### src/rtl/core/lmss_pkg.sv
// Shared types, constants and field layout for the LED matrix scroll scanner.
`default_nettype none

package lmss_pkg;

    localparam int STORE_GLYPHS_DEF = 64;
    localparam int GLYPH_LINES      = 8;
    localparam int READS_PER_FRAME  = 2 * GLYPH_LINES;

    localparam logic [15:0] PERIOD_RESET = 16'd500;
    localparam logic [5:0]  COUNT_RESET  = 6'd15;

    localparam logic CMD_TICK = 1'b0;
    localparam logic CMD_LOAD = 1'b1;

    localparam int          CFG_IDX_W  = 2;
    localparam int          CFG_DATA_W = 16;
    localparam logic [CFG_IDX_W-1:0] CFG_PERIOD = 2'd0;
    localparam logic [CFG_IDX_W-1:0] CFG_COUNT  = 2'd1;

    localparam int IN_TDATA_W  = 24;
    localparam int OUT_TDATA_W = 24;

    typedef struct packed {
        logic clear;
        logic load;
        logic tick;
        logic rd_issue;
        logic advance;
        logic emit;
    } t_cmd;

    typedef struct packed {
        logic clr_last;
        logic due;
        logic rd_last;
        logic out_free;
    } t_sts;

endpackage

`default_nettype wire

### src/rtl/core/lmss_ram.sv
// Generic single-write, single-read RAM with a registered read port.
`default_nettype none

module lmss_ram #(
    parameter int WIDTH = 8,
    parameter int DEPTH = 512
) (
    input  wire logic                     i_clk,
    input  wire logic                     i_wr_en,
    input  wire logic [$clog2(DEPTH)-1:0] i_wr_addr,
    input  wire logic [WIDTH-1:0]         i_wr_data,
    input  wire logic                     i_rd_en,
    input  wire logic [$clog2(DEPTH)-1:0] i_rd_addr,
    output logic      [WIDTH-1:0]         o_rd_data
);

    logic [WIDTH-1:0] r_mem [DEPTH];
    logic [WIDTH-1:0] r_rd_data;

    always_ff @(posedge i_clk) begin
        if (i_wr_en) begin
            r_mem[i_wr_addr] <= i_wr_data;
        end
        if (i_rd_en) begin
            r_rd_data <= r_mem[i_rd_addr];
        end
    end

    assign o_rd_data = r_rd_data;

endmodule

`default_nettype wire

### src/rtl/core/lmss_ctrl.sv
// Controller state machine that sequences clearing, loads, ticks and frame rebuilds.
`default_nettype none

module lmss_ctrl import lmss_pkg::*; (
    input  wire logic i_clk,
    input  wire logic i_rst_n,
    input  wire logic i_s_tvalid,
    input  wire logic i_command,
    output logic      o_s_tready,
    input  wire t_sts i_sts,
    output t_cmd      o_cmd
);

    typedef enum logic [2:0] {
        S_CLEAR,
        S_IDLE,
        S_READ,
        S_FIN,
        S_OUT
    } t_state;

    t_state r_state;
    t_state n_state;
    logic   r_ready;
    logic   w_accept;

    assign w_accept = i_s_tvalid & r_ready;

    always_comb begin
        n_state = r_state;
        case (r_state)
            S_CLEAR: begin
                if (i_sts.clr_last) begin
                    n_state = S_IDLE;
                end
            end
            S_IDLE: begin
                if (w_accept && i_command == CMD_TICK) begin
                    n_state = i_sts.due ? S_READ : S_OUT;
                end
            end
            S_READ: begin
                if (i_sts.rd_last) begin
                    n_state = S_FIN;
                end
            end
            S_FIN: begin
                n_state = S_OUT;
            end
            S_OUT: begin
                if (i_sts.out_free) begin
                    n_state = S_IDLE;
                end
            end
            default: begin
                n_state = S_CLEAR;
            end
        endcase
    end

    always_ff @(posedge i_clk) begin
        if (!i_rst_n) begin
            r_state <= S_CLEAR;
            r_ready <= 1'b0;
        end else begin
            r_state <= n_state;
            r_ready <= (n_state == S_IDLE);
        end
    end

    always_comb begin
        o_cmd          = '0;
        o_cmd.clear    = (r_state == S_CLEAR);
        o_cmd.load     = w_accept & (i_command == CMD_LOAD);
        o_cmd.tick     = w_accept & (i_command == CMD_TICK);
        o_cmd.rd_issue = (r_state == S_READ);
        o_cmd.advance  = (r_state == S_FIN);
        o_cmd.emit     = (r_state == S_OUT) & i_sts.out_free;
    end

    assign o_s_tready = r_ready;

    a_ready_only_idle: assert property (@(posedge i_clk) disable iff (!i_rst_n)
        o_s_tready |-> r_state == S_IDLE)
        else $error("input ready outside the idle state");

    a_emit_returns_idle: assert property (@(posedge i_clk) disable iff (!i_rst_n)
        o_cmd.emit |=> (r_state == S_IDLE) && o_s_tready)
        else $error("controller did not return to idle after a result");

endmodule

`default_nettype wire

### src/rtl/core/lmss_dp.sv
// Datapath with glyph store, frame registers, scroll counters and the result register.
`default_nettype none

module lmss_dp import lmss_pkg::*; #(
    parameter int STORE_GLYPHS = STORE_GLYPHS_DEF
) (
    input  wire logic                   i_clk,
    input  wire logic                   i_rst_n,
    input  wire t_cmd                   i_cmd,
    output t_sts                        o_sts,
    input  wire logic [IN_TDATA_W-1:0]  i_s_tdata,
    input  wire logic                   i_cfg_valid,
    input  wire logic [CFG_IDX_W-1:0]   i_cfg_index,
    input  wire logic [CFG_DATA_W-1:0]  i_cfg_data,
    input  wire logic                   i_m_tready,
    output logic                        o_m_tvalid,
    output logic [OUT_TDATA_W-1:0]      o_m_tdata,
    output logic                        o_m_tuser
);

    localparam int DEPTH = STORE_GLYPHS * GLYPH_LINES;
    localparam int AW    = $clog2(DEPTH);
    localparam int SW    = AW - 3;

    logic [15:0]    r_period;
    logic [5:0]     r_count;
    logic [15:0]    r_elapsed;
    logic [2:0]     r_shift;
    logic [5:0]     r_pos;
    logic [2:0]     r_scan;
    logic [7:0]     r_frame [GLYPH_LINES];
    logic [AW-1:0]  r_clr_addr;
    logic [3:0]     r_rd_k;
    logic           r_rd_vld;
    logic           r_rd_hi;
    logic [2:0]     r_rd_line;
    logic           r_rd_zero;
    logic [7:0]     r_lo;
    logic           r_scrolled;
    logic           r_m_valid;
    logic [2:0]     r_m_index;
    logic [7:0]     r_m_drive;
    logic [7:0]     r_m_row;
    logic           r_m_scrolled;

    logic [5:0]     w_ld_slot;
    logic [2:0]     w_ld_line;
    logic [7:0]     w_ld_bits;
    logic           w_ld_ok;
    logic [6:0]     w_rd_slot;
    logic           w_rd_ok;
    logic           w_wr_en;
    logic [AW-1:0]  w_wr_addr;
    logic [7:0]     w_wr_data;
    logic [AW-1:0]  w_rd_addr;
    logic [7:0]     w_ram_q;
    logic [7:0]     w_line;
    logic [15:0]    w_pair;
    logic [16:0]    w_next;
    logic           w_due;

    assign w_ld_slot = i_s_tdata[5:0];
    assign w_ld_line = i_s_tdata[8:6];
    assign w_ld_bits = i_s_tdata[16:9];
    assign w_ld_ok   = 32'(w_ld_slot) < STORE_GLYPHS;

    assign w_rd_slot = {1'b0, r_pos} + {6'd0, r_rd_k[0]};
    assign w_rd_ok   = 32'(w_rd_slot) < STORE_GLYPHS;
    assign w_rd_addr = {SW'(w_rd_slot), r_rd_k[3:1]};

    assign w_wr_en   = i_cmd.clear | (i_cmd.load & w_ld_ok);
    assign w_wr_addr = i_cmd.clear ? r_clr_addr : {SW'(w_ld_slot), w_ld_line};
    assign w_wr_data = i_cmd.clear ? 8'd0 : w_ld_bits;

    lmss_ram #(
        .WIDTH (8),
        .DEPTH (DEPTH)
    ) u_store (
        .i_clk     (i_clk),
        .i_wr_en   (w_wr_en),
        .i_wr_addr (w_wr_addr),
        .i_wr_data (w_wr_data),
        .i_rd_en   (i_cmd.rd_issue),
        .i_rd_addr (w_rd_addr),
        .o_rd_data (w_ram_q)
    );

    assign w_line = r_rd_zero ? 8'd0 : w_ram_q;
    assign w_pair = {w_line, r_lo} >> r_shift;
    assign w_next = {1'b0, r_elapsed} + 17'd1;
    assign w_due  = w_next >= {1'b0, r_period};

    always_ff @(posedge i_clk) begin
        if (!i_rst_n) begin
            r_period   <= PERIOD_RESET;
            r_count    <= COUNT_RESET;
            r_elapsed  <= '0;
            r_shift    <= '0;
            r_pos      <= '0;
            r_scan     <= '0;
            r_clr_addr <= '0;
            r_rd_k     <= '0;
            r_rd_vld   <= 1'b0;
            r_scrolled <= 1'b0;
            r_m_valid  <= 1'b0;
            for (int i = 0; i < GLYPH_LINES; i++) begin
                r_frame[i] <= '0;
            end
        end else begin
            if (i_cfg_valid) begin
                case (i_cfg_index)
                    CFG_PERIOD: r_period <= i_cfg_data;
                    CFG_COUNT:  r_count  <= i_cfg_data[5:0];
                    default: begin
                    end
                endcase
            end
            if (i_cmd.clear) begin
                r_clr_addr <= r_clr_addr + AW'(1);
            end
            if (i_cmd.tick) begin
                r_elapsed  <= w_due ? 16'd0 : w_next[15:0];
                r_scrolled <= w_due;
            end
            if (i_cmd.rd_issue) begin
                r_rd_k <= r_rd_k + 4'd1;
            end
            r_rd_vld <= i_cmd.rd_issue;
            if (r_rd_vld && r_rd_hi) begin
                r_frame[r_rd_line] <= w_pair[7:0];
            end
            if (i_cmd.advance) begin
                r_shift <= r_shift + 3'd1;
                if (r_shift == 3'd7) begin
                    r_pos <= (r_pos == r_count) ? 6'd0 : r_pos + 6'd1;
                end
            end
            if (i_cmd.emit) begin
                r_m_valid <= 1'b1;
                r_scan    <= r_scan + 3'd1;
            end else if (i_m_tready) begin
                r_m_valid <= 1'b0;
            end
        end
    end

    always_ff @(posedge i_clk) begin
        if (i_cmd.rd_issue) begin
            r_rd_hi   <= r_rd_k[0];
            r_rd_line <= r_rd_k[3:1];
            r_rd_zero <= !w_rd_ok;
        end
        if (r_rd_vld && !r_rd_hi) begin
            r_lo <= w_line;
        end
        if (i_cmd.emit) begin
            r_m_index    <= r_scan;
            r_m_drive    <= ~(8'd1 << r_scan);
            r_m_row      <= r_frame[r_scan];
            r_m_scrolled <= r_scrolled;
        end
    end

    always_comb begin
        o_sts          = '0;
        o_sts.clr_last = (r_clr_addr == AW'(DEPTH - 1));
        o_sts.due      = w_due;
        o_sts.rd_last  = (r_rd_k == 4'(READS_PER_FRAME - 1));
        o_sts.out_free = !r_m_valid | i_m_tready;
    end

    assign o_m_tvalid = r_m_valid;
    assign o_m_tdata  = {5'd0, r_m_row, r_m_drive, r_m_index};
    assign o_m_tuser  = r_m_scrolled;

    a_advance_after_last_line: assert property (@(posedge i_clk) disable iff (!i_rst_n)
        i_cmd.advance |-> r_rd_vld && r_rd_hi && (r_rd_line == 3'd7))
        else $error("scroll advanced before the last frame line was built");

    a_one_column_low: assert property (@(posedge i_clk) disable iff (!i_rst_n)
        r_m_valid |-> ($countones(r_m_drive) == 7) && (r_m_drive[r_m_index] == 1'b0))
        else $error("column select is not one-hot low at the driven column");

    a_scan_steps: assert property (@(posedge i_clk) disable iff (!i_rst_n)
        i_cmd.emit |=> r_scan == $past(r_scan) + 3'd1)
        else $error("scan column did not step with the result");

endmodule

`default_nettype wire

### src/rtl/core/led_matrix_scroll_scanner.sv
// A load beat is written in the cycle it is accepted and gives no result.
// A tick with no scroll step has its result registered once the output is free.
// A tick that rebuilds the frame first makes 16 glyph store reads on one port.
// A new beat is accepted while an earlier result still waits at the output.
// After reset all STORE_GLYPHS*8 glyph store lines (512 by default) are cleared
// with input ready low; configuration writes are taken at any time.
`default_nettype none

module led_matrix_scroll_scanner import lmss_pkg::*; #(
    parameter int STORE_GLYPHS = STORE_GLYPHS_DEF
) (
    input  wire logic                  i_clk,
    input  wire logic                  i_rst_n,
    input  wire logic                  s_axis_tvalid,
    output logic                       s_axis_tready,
    // glyph_slot [5:0], glyph_line [8:6], line_bits [16:9], zeros above
    input  wire logic [IN_TDATA_W-1:0] s_axis_tdata,
    // command
    input  wire logic                  s_axis_tuser,
    output logic                       m_axis_tvalid,
    input  wire logic                  m_axis_tready,
    // column_index [2:0], column_drive [10:3], row_drive [18:11], zeros above
    output logic [OUT_TDATA_W-1:0]     m_axis_tdata,
    // scrolled
    output logic                       m_axis_tuser,
    input  wire logic                  i_cfg_valid,
    output logic                       o_cfg_ready,
    input  wire logic [CFG_IDX_W-1:0]  i_cfg_index,
    input  wire logic [CFG_DATA_W-1:0] i_cfg_data
);

    t_cmd w_cmd;
    t_sts w_sts;

    assign o_cfg_ready = 1'b1;

    lmss_ctrl u_ctrl (
        .i_clk      (i_clk),
        .i_rst_n    (i_rst_n),
        .i_s_tvalid (s_axis_tvalid),
        .i_command  (s_axis_tuser),
        .o_s_tready (s_axis_tready),
        .i_sts      (w_sts),
        .o_cmd      (w_cmd)
    );

    lmss_dp #(
        .STORE_GLYPHS (STORE_GLYPHS)
    ) u_dp (
        .i_clk       (i_clk),
        .i_rst_n     (i_rst_n),
        .i_cmd       (w_cmd),
        .o_sts       (w_sts),
        .i_s_tdata   (s_axis_tdata),
        .i_cfg_valid (i_cfg_valid),
        .i_cfg_index (i_cfg_index),
        .i_cfg_data  (i_cfg_data),
        .i_m_tready  (m_axis_tready),
        .o_m_tvalid  (m_axis_tvalid),
        .o_m_tdata   (m_axis_tdata),
        .o_m_tuser   (m_axis_tuser)
    );

endmodule

`default_nettype wire

### config.mk
export PLATFORM = sky130hd
export DESIGN_NAME = led_matrix_scroll_scanner
export DESIGN_NICKNAME = d
export VERILOG_FILES = /design/src/rtl/core/lmss_pkg.sv /design/src/rtl/core/lmss_ram.sv /design/src/rtl/core/lmss_ctrl.sv /design/src/rtl/core/lmss_dp.sv /design/src/rtl/core/led_matrix_scroll_scanner.sv
export SDC_FILE = /design/constraint.sdc
export NUM_CORES = 2
export LEC_CHECK = 0
export BUFFER_PORTS_ARGS = -buffer_cell sky130_fd_sc_hd__clkbuf_2
export CAP_MARGIN = 20
export CORE_ASPECT_RATIO = 1.4
export CORE_UTILIZATION = 30
export DETAILED_ROUTE_END_ITERATION = 12
export PLACE_DENSITY = 0.52
export REMOVE_ABC_BUFFERS = 1
export SETUP_SLACK_MARGIN = 0.1
export SYNTH_ARGS = -nofsm -noshare
export SYNTH_HDL_FRONTEND = slang
export SYNTH_MEMORY_MAX_BITS = 65536
export SYNTH_SLANG_ARGS = --single-unit
### constraint.sdc
create_clock -name i_clk -period 10.6 [get_ports i_clk]
set_input_delay 2.65 -clock i_clk [delete_from_list [all_inputs] [get_ports i_clk]]
set_output_delay 2.65 -clock i_clk [all_outputs]
set_load 0.005 [all_outputs]
* Word-level counts from Yosys, hierarchy flattened *
Memory sizes are Yosys's and may differ from the RTL's. A register that Yosys moved wholly into a read port is not among the register bits.
Index checks and enable logic that the tools add are counted.
Widths: inputs -> output; s select.

word-level totals
  register bits after elaboration = 95
  logic and storage cells = 86
  memories = 2
  bits in writable memories = 4160
  input port bits = 48
  output and inout port bits = 28

memories
  memory              depth  width  read ports  clocked after Yosys merged registers in  write ports  RTL line        source
  u_dp.u_store.r_mem  512    8      1           1                                        1            lmss_ram.sv:17  logic [WIDTH-1:0] r_mem [DEPTH];
  u_dp.r_frame        8      8      1           1                                        8            lmss_dp.sv:31   logic [7:0] r_frame [GLYPH_LINES];

cells by class
  equal/unequal tests = 10
  $lt $le $gt $ge = 2
  bitwise operators = 8
  multiplexer cells = 22
  shifts and indexed selects = 2
  add/sub/neg operators = 7
  reductions and logical operators = 13

operator list
  cell                   count
  $mux 8                 3
  $mux 3                 6
  $add 16x1->17 const B  1
  $ge 17x16->1           1
  $mux 16                1
  $shr 16x3->8           1
  $pmux 3 s5             1
  $add 9x1->9 const B    1
  $eq 9x9->1 const B     1
  $mux 1                 9
  $mux 9                 1
  $not 8->8              1
  $reduce_or 8->1        1
  $shl 1x3->8 const A    1
  $add 6x1->7            1
  $lt 7x7->1 const B     1
  $add 3x1->3 const B    2
  $add 6x1->6 const B    1
  $eq 3x1->1 const B     2
  $eq 3x2->1 const B     2
  $eq 3x3->1 const B     2
  $eq 6x6->1             1
  $mux 6                 1
  $reduce_and 2->1       3
  11 further kinds       19

* Logic depth before layout (Yosys ltp) *
  depth after elaboration = 6
  gate-level depth with buffers = 14
  mapped depth without buffers = 12

* By module *
A second synthesis with hierarchy kept.

second synthesis, totals
  cells, all modules = 8819
  area total of the unflattened synthesis = 168285.1 µm²

modules (own cells, without submodules)
  module                     area an instance (µm²)  seq. area each (µm²)  instances  cells an instance
  lmss_ram                   160007.2                123238.2              1          8030
  lmss_dp                    8018.9                  4234.1                1          758
  lmss_ctrl                  247.7                   80.1                  1          29
  led_matrix_scroll_scanner  11.3                    0.0                   1          2

* Least setup slack after synthesis *
OpenSTA, ideal clock, no wires.

  path type = input port to flip-flop
  start = input port s_axis_tdata[9]
  end = memory u_dp.u_store.r_mem[0][0], data pin
  required time = 9062 ps
  cell stages on the path = 1
  buffers on the path = 0
  arrival time = 9058 ps
  slack = 3 ps
  setup time = 1538 ps
  path through = and2_1

between the ends
  word-level cells in the longest chain between the ends = 1

ends and longest elaborated chain
  element             RTL line                         source
  start: declaration  led_matrix_scroll_scanner.sv:17  input wire logic [IN_TDATA_W-1:0] s_axis_tdata,
  $mux 8              lmss_dp.sv:73                    assign w_wr_data = i_cmd.clear ? 8'd0 : w_ld_bits;
  end: declaration    lmss_ram.sv:17

No other way between the ends.

* Worst setup path in the final report *
  start = register u_dp.r_pos[0]
  end = register u_dp.u_store.r_rd_data[4], in the netlist u_dp.u_store.o_rd_data[4] (read register of u_dp.u_store.r_mem), data pin

between the ends
  word-level cells in the longest chain between the ends = 1

ends and longest elaborated chain
  element                   RTL line        source
  start: declaration        lmss_dp.sv:29   logic [5:0] r_pos;
  start signal: assignment  lmss_dp.sv:135  r_pos <= (r_pos == r_count) ? 6'd0 : r_pos + 6'd1;
  $add 6x1->7               lmss_dp.sv:67   assign w_rd_slot = {1'b0, r_pos} + {6'd0, r_rd_k[0]};
  end: declaration          lmss_ram.sv:18  logic [WIDTH-1:0] r_rd_data;

No other way between the ends.
A chain may end at the register's enable or synchronous reset.

==> flow_metrics.py <==
metrics = {
    "logic_synthesis": {
        "synth_edf_count": 4201,
        "ys_ff_latch": 4271,
        "yosysWarnings": 0,
        "synthArstFlopShare": 0,
        "ys.flop_type": "edfxtp_1",
        "yosys-top-cells-count": "4,201 x edfxtp_1, 952 x mux4_2, 641 x nor2_1",
        "syn_inst": 8014,
        "seq_area_frac_synth": 0.763,
        "synth.cell_area_sq_mm": 0.167,
        "synth_area_leaders": "edfxtp_1 75%, mux4_2 13%, mux2i_1 2.1%",
        "synth_top_cell_by_area": "edfxtp_1",
        "syn_area_per_cell_sq_um": 20.9,
        "yosysTopAreaCellShare": 0.755,
        "netlist-cell-type-count": 79,
        "synth_most_common_cell": "edfxtp_1",
    },
    "floorplanning": {
        "start_util": 0.301,
        "io_pins": 76,
        "die_h_um": 885,
        "die-area_sq_mm": 0.560,
        "die_w_um": 633,
        "rows": 324,
        "fp.coreArea_sq_mm": 0.555,
    },
    "grt": {
        "grt_pass1_vias": 83100,
        "grt-ovfl-total": 0,
        "grt_antenna_before_repair": 16,
        "grt_usage": 0.150,
        "grt_pass1_wl_um": 612000,
        "grt_max_degree": 218,
    },
    "timing": {
        "tns_ns": 0,
        "report.final.slew_viol_count": 0,
        "finalHoldViolations": 0,
        "rsz0062_at_grt": "no",
        "tightestPinTransition_ns": 1.38,
        "finalCriticalPeriod_ns": 5.61,
        "setup_viol": 0,
        "fin_skew_ns": 0.0447,
        "clock.fmax_ghz": 0.178,
        "period_share": 0.529,
        "timing.slew.headroom": 0.0808,
    },
    "cells_and_area": {
        "nets": 8202,
        "area_growth_pct": 12.5,
        "instances_no_fill": 15800,
        "fillers": 51800,
        "drive_gt1_frac": 0.214,
        "post-route-util": 0.338,
    },
    "worst_setup_path": {
        "crit_path_cell_trace": "ha_1, ha_4, buf_12, and2_4, buf_12, a221oi_1, a221o_1, or4_1, nor4_2",
        "rrSetupSlack_ns": 4.99,
        "arrival_ns": 6.38,
        "worst-path-max-fanout": 80,
        "path_class": "reg -> reg",
        "path_common_cell": "buf_12",
        "rr_endpoint": "u_dp.u_store.o_rd_data[4]",
        "cp_top_family": "simple AND/OR/NAND/NOR gates",
        "cp-end-kind": "register",
        "startpoint_type": "register",
        "r2r-start": "u_dp.r_pos[0]",
        "worst-path-buf-inv": 2,
        "crit_path_top_delay_cell": "or4_1",
        "slowest_delay_ns": 0.82,
        "cp_data_required_time_ns": 11.37,
        "reg2reg_depth": 9,
    },
    "status": {
        "violations": "design-rule violations",
        "status": "finished with violations",
    },
    "job": {
        "cap_violations": 0,
    },
    "power": {
        "p_seq_frac": 0.559,
        "p_per_area_mw_per_mm2": 174,
        "switchingPower_uw": 6410,
        "switching_share": 0.196,
        "p_leak_uw": 0.0572,
        "ir_worst_vdd_v": 0.000146,
        "combPwrFrac": 0.005,
        "power.total_uw": 32700,
        "p_int_uw": 26300,
        "p_clk_frac": 0.436,
    },
    "clock_tree": {
        "clockRootBuffer": "clkbuf_16",
        "clkTransAtPathRegs_ns": 0.07,
        "cts_resized": 0,
        "clk_latency_ns": 0.98,
        "cts_buffers": 389,
        "cts_sinks": 4271,
        "cts_max_path_buffers": 4,
        "cts_tree": "yes",
        "cts_max_level": 5,
        "postCtsSetupRepairBufs": 0,
        "postCtsHoldBufs": 0,
    },
    "placement": {
        "hpwlAfterDp_um": 256000,
        "gp_congestion": 0.798,
        "dp_cells": 15100,
        "port_buffers": 62,
    },
    "drt": {
        "final_antenna_net_count": 0,
        "routed_wl_um": 428000,
        "drt_iter0_drc": 7041,
        "drcViolationCount": 2,
        "first_pass_iters": 10,
        "viasPerCell": 5.01,
        "routedWlPerCell_um": 27.1,
        "vias": 79000,
    },
    "worst_hold_path": {
        "whs_endpoint": "u_dp.o_m_tuser",
        "min_path_cells": 0,
        "min-delay-start": "u_dp.r_scrolled",
        "holdCritPathClass": "reg -> reg",
    },
}
sequential cells by signal, summed over array words and instances (netlist names), 4 cells and up:
name	count
u_dp.r_clr_addr	9
u_dp.r_count	6
u_dp.r_elapsed	16
u_dp.r_frame	64
u_dp.r_lo	8
u_dp.r_m_drive	8
u_dp.r_m_row	8
u_dp.r_period	16
u_dp.r_pos	6
u_dp.r_rd_k	4
u_dp.u_store.o_rd_data	8
u_dp.u_store.r_mem	4096
per-layer routing:
| metal | wire length [um] | GRT usage |
|---|---|---|
| met5 | 22 | 0 |
| met4 | 16000 | 0.0531 |
| met2 | 226000 | 0.271 |
| met3 | 21200 | 0.0188 |
| met1 | 165000 | 0.182 |
cell usage in the layout, fill, tap and decap left out, types with 67 or more instances in the layout:
master     synthesis  final
edfxtp_1        4201   4201
mux4_2           952    952
nor2_1           641    637
clkbuf_16          0    395
mux2i_1          357    357
a22oi_1          355    355
nand2_1          205    186
buf_4             89    115
clkinv_1           1     82
clkinv_2           0     74
clkbuf_1         191     69
nand3_1           67     67
dfxtp_1           70     67
metrics by stage:
stage	setup WS, ns	instance area (sq um)	hold WS [ns]
final	4.99	188000	0.458
after global placement	4.20	175000	0.423
after global routing	4.87	188000	0.467
after floorplan	-46.88	164000	0.403
after detailed placement	4.52	175000	0.430
after CTS	4.93	188000	0.459
power groups by stage:
stage / logic (uW) / registers, uW / clock network (uW)
3_3_place_gp: 174 / 18600 / 0
6_report: 171 / 18300 / 14300
3_5_place_dp: 174 / 18600 / 0
5_1_grt: 175 / 18300 / 15100
4_1_cts: 174 / 18300 / 14600
2_1_floorplan: 60.4 / 18600 / 0
worst reg2reg max path, stage by stage (launching register included):
cell      delay [ns]
dfxtp_1         0.51
ha_1            0.41
ha_4            0.60
buf_12          0.55
and2_4          0.72
buf_12          0.36
a221oi_1        0.60
a221o_1         0.59
or4_1           0.82
nor4_2          0.28
worst max path at each step:
stage	slack (ns)	end	startpoint	cells past startpoint
3_5_place_dp	4.52	u_dp.u_store.r_mem[199][2]	s_axis_tuser	6
2_1_floorplan	-46.88	u_dp.u_store.o_rd_data[5]	u_dp.r_rd_k[1]	7
6_report	4.99	u_dp.u_store.o_rd_data[4]	u_dp.r_pos[0]	9
3_3_place_gp	4.20	u_dp.u_store.r_mem[498][5]	s_axis_tdata[5]	5
5_1_grt	4.87	u_dp.u_store.o_rd_data[4]	u_dp.r_pos[0]	11
4_1_cts	4.93	u_dp.u_store.o_rd_data[2]	u_dp.r_pos[0]	9
final cells by class:
type | count | area (sq um) | area share
Multi-Input combinational cell | 3216 | 36500 | 0.194
Tap cell | 7335 | 9180 | 0.0488
Timing Repair Buffer | 215 | 1920 | 0.0102
Sequential cell | 4271 | 128000 | 0.679
Inverter | 30 | 113 | 0.000599
Clock buffer | 464 | 10100 | 0.0540
Antenna cell | 2 | 5.00 | 0.0000266
Clock inverter | 244 | 2520 | 0.0134
cell families after synthesis:
logic type,share of synthesized area
flip-flops,0.763
other,0.0000449
XOR/XNOR,0.00225
adder cells (fa/ha/maj),0.00232
AO/OA/AOI/OAI,0.0342
AND/OR/NAND/NOR,0.0279
multiplexers,0.150
buffers and inverters,0.0202
Note: power is estimated with default switching activity, not from simulation.
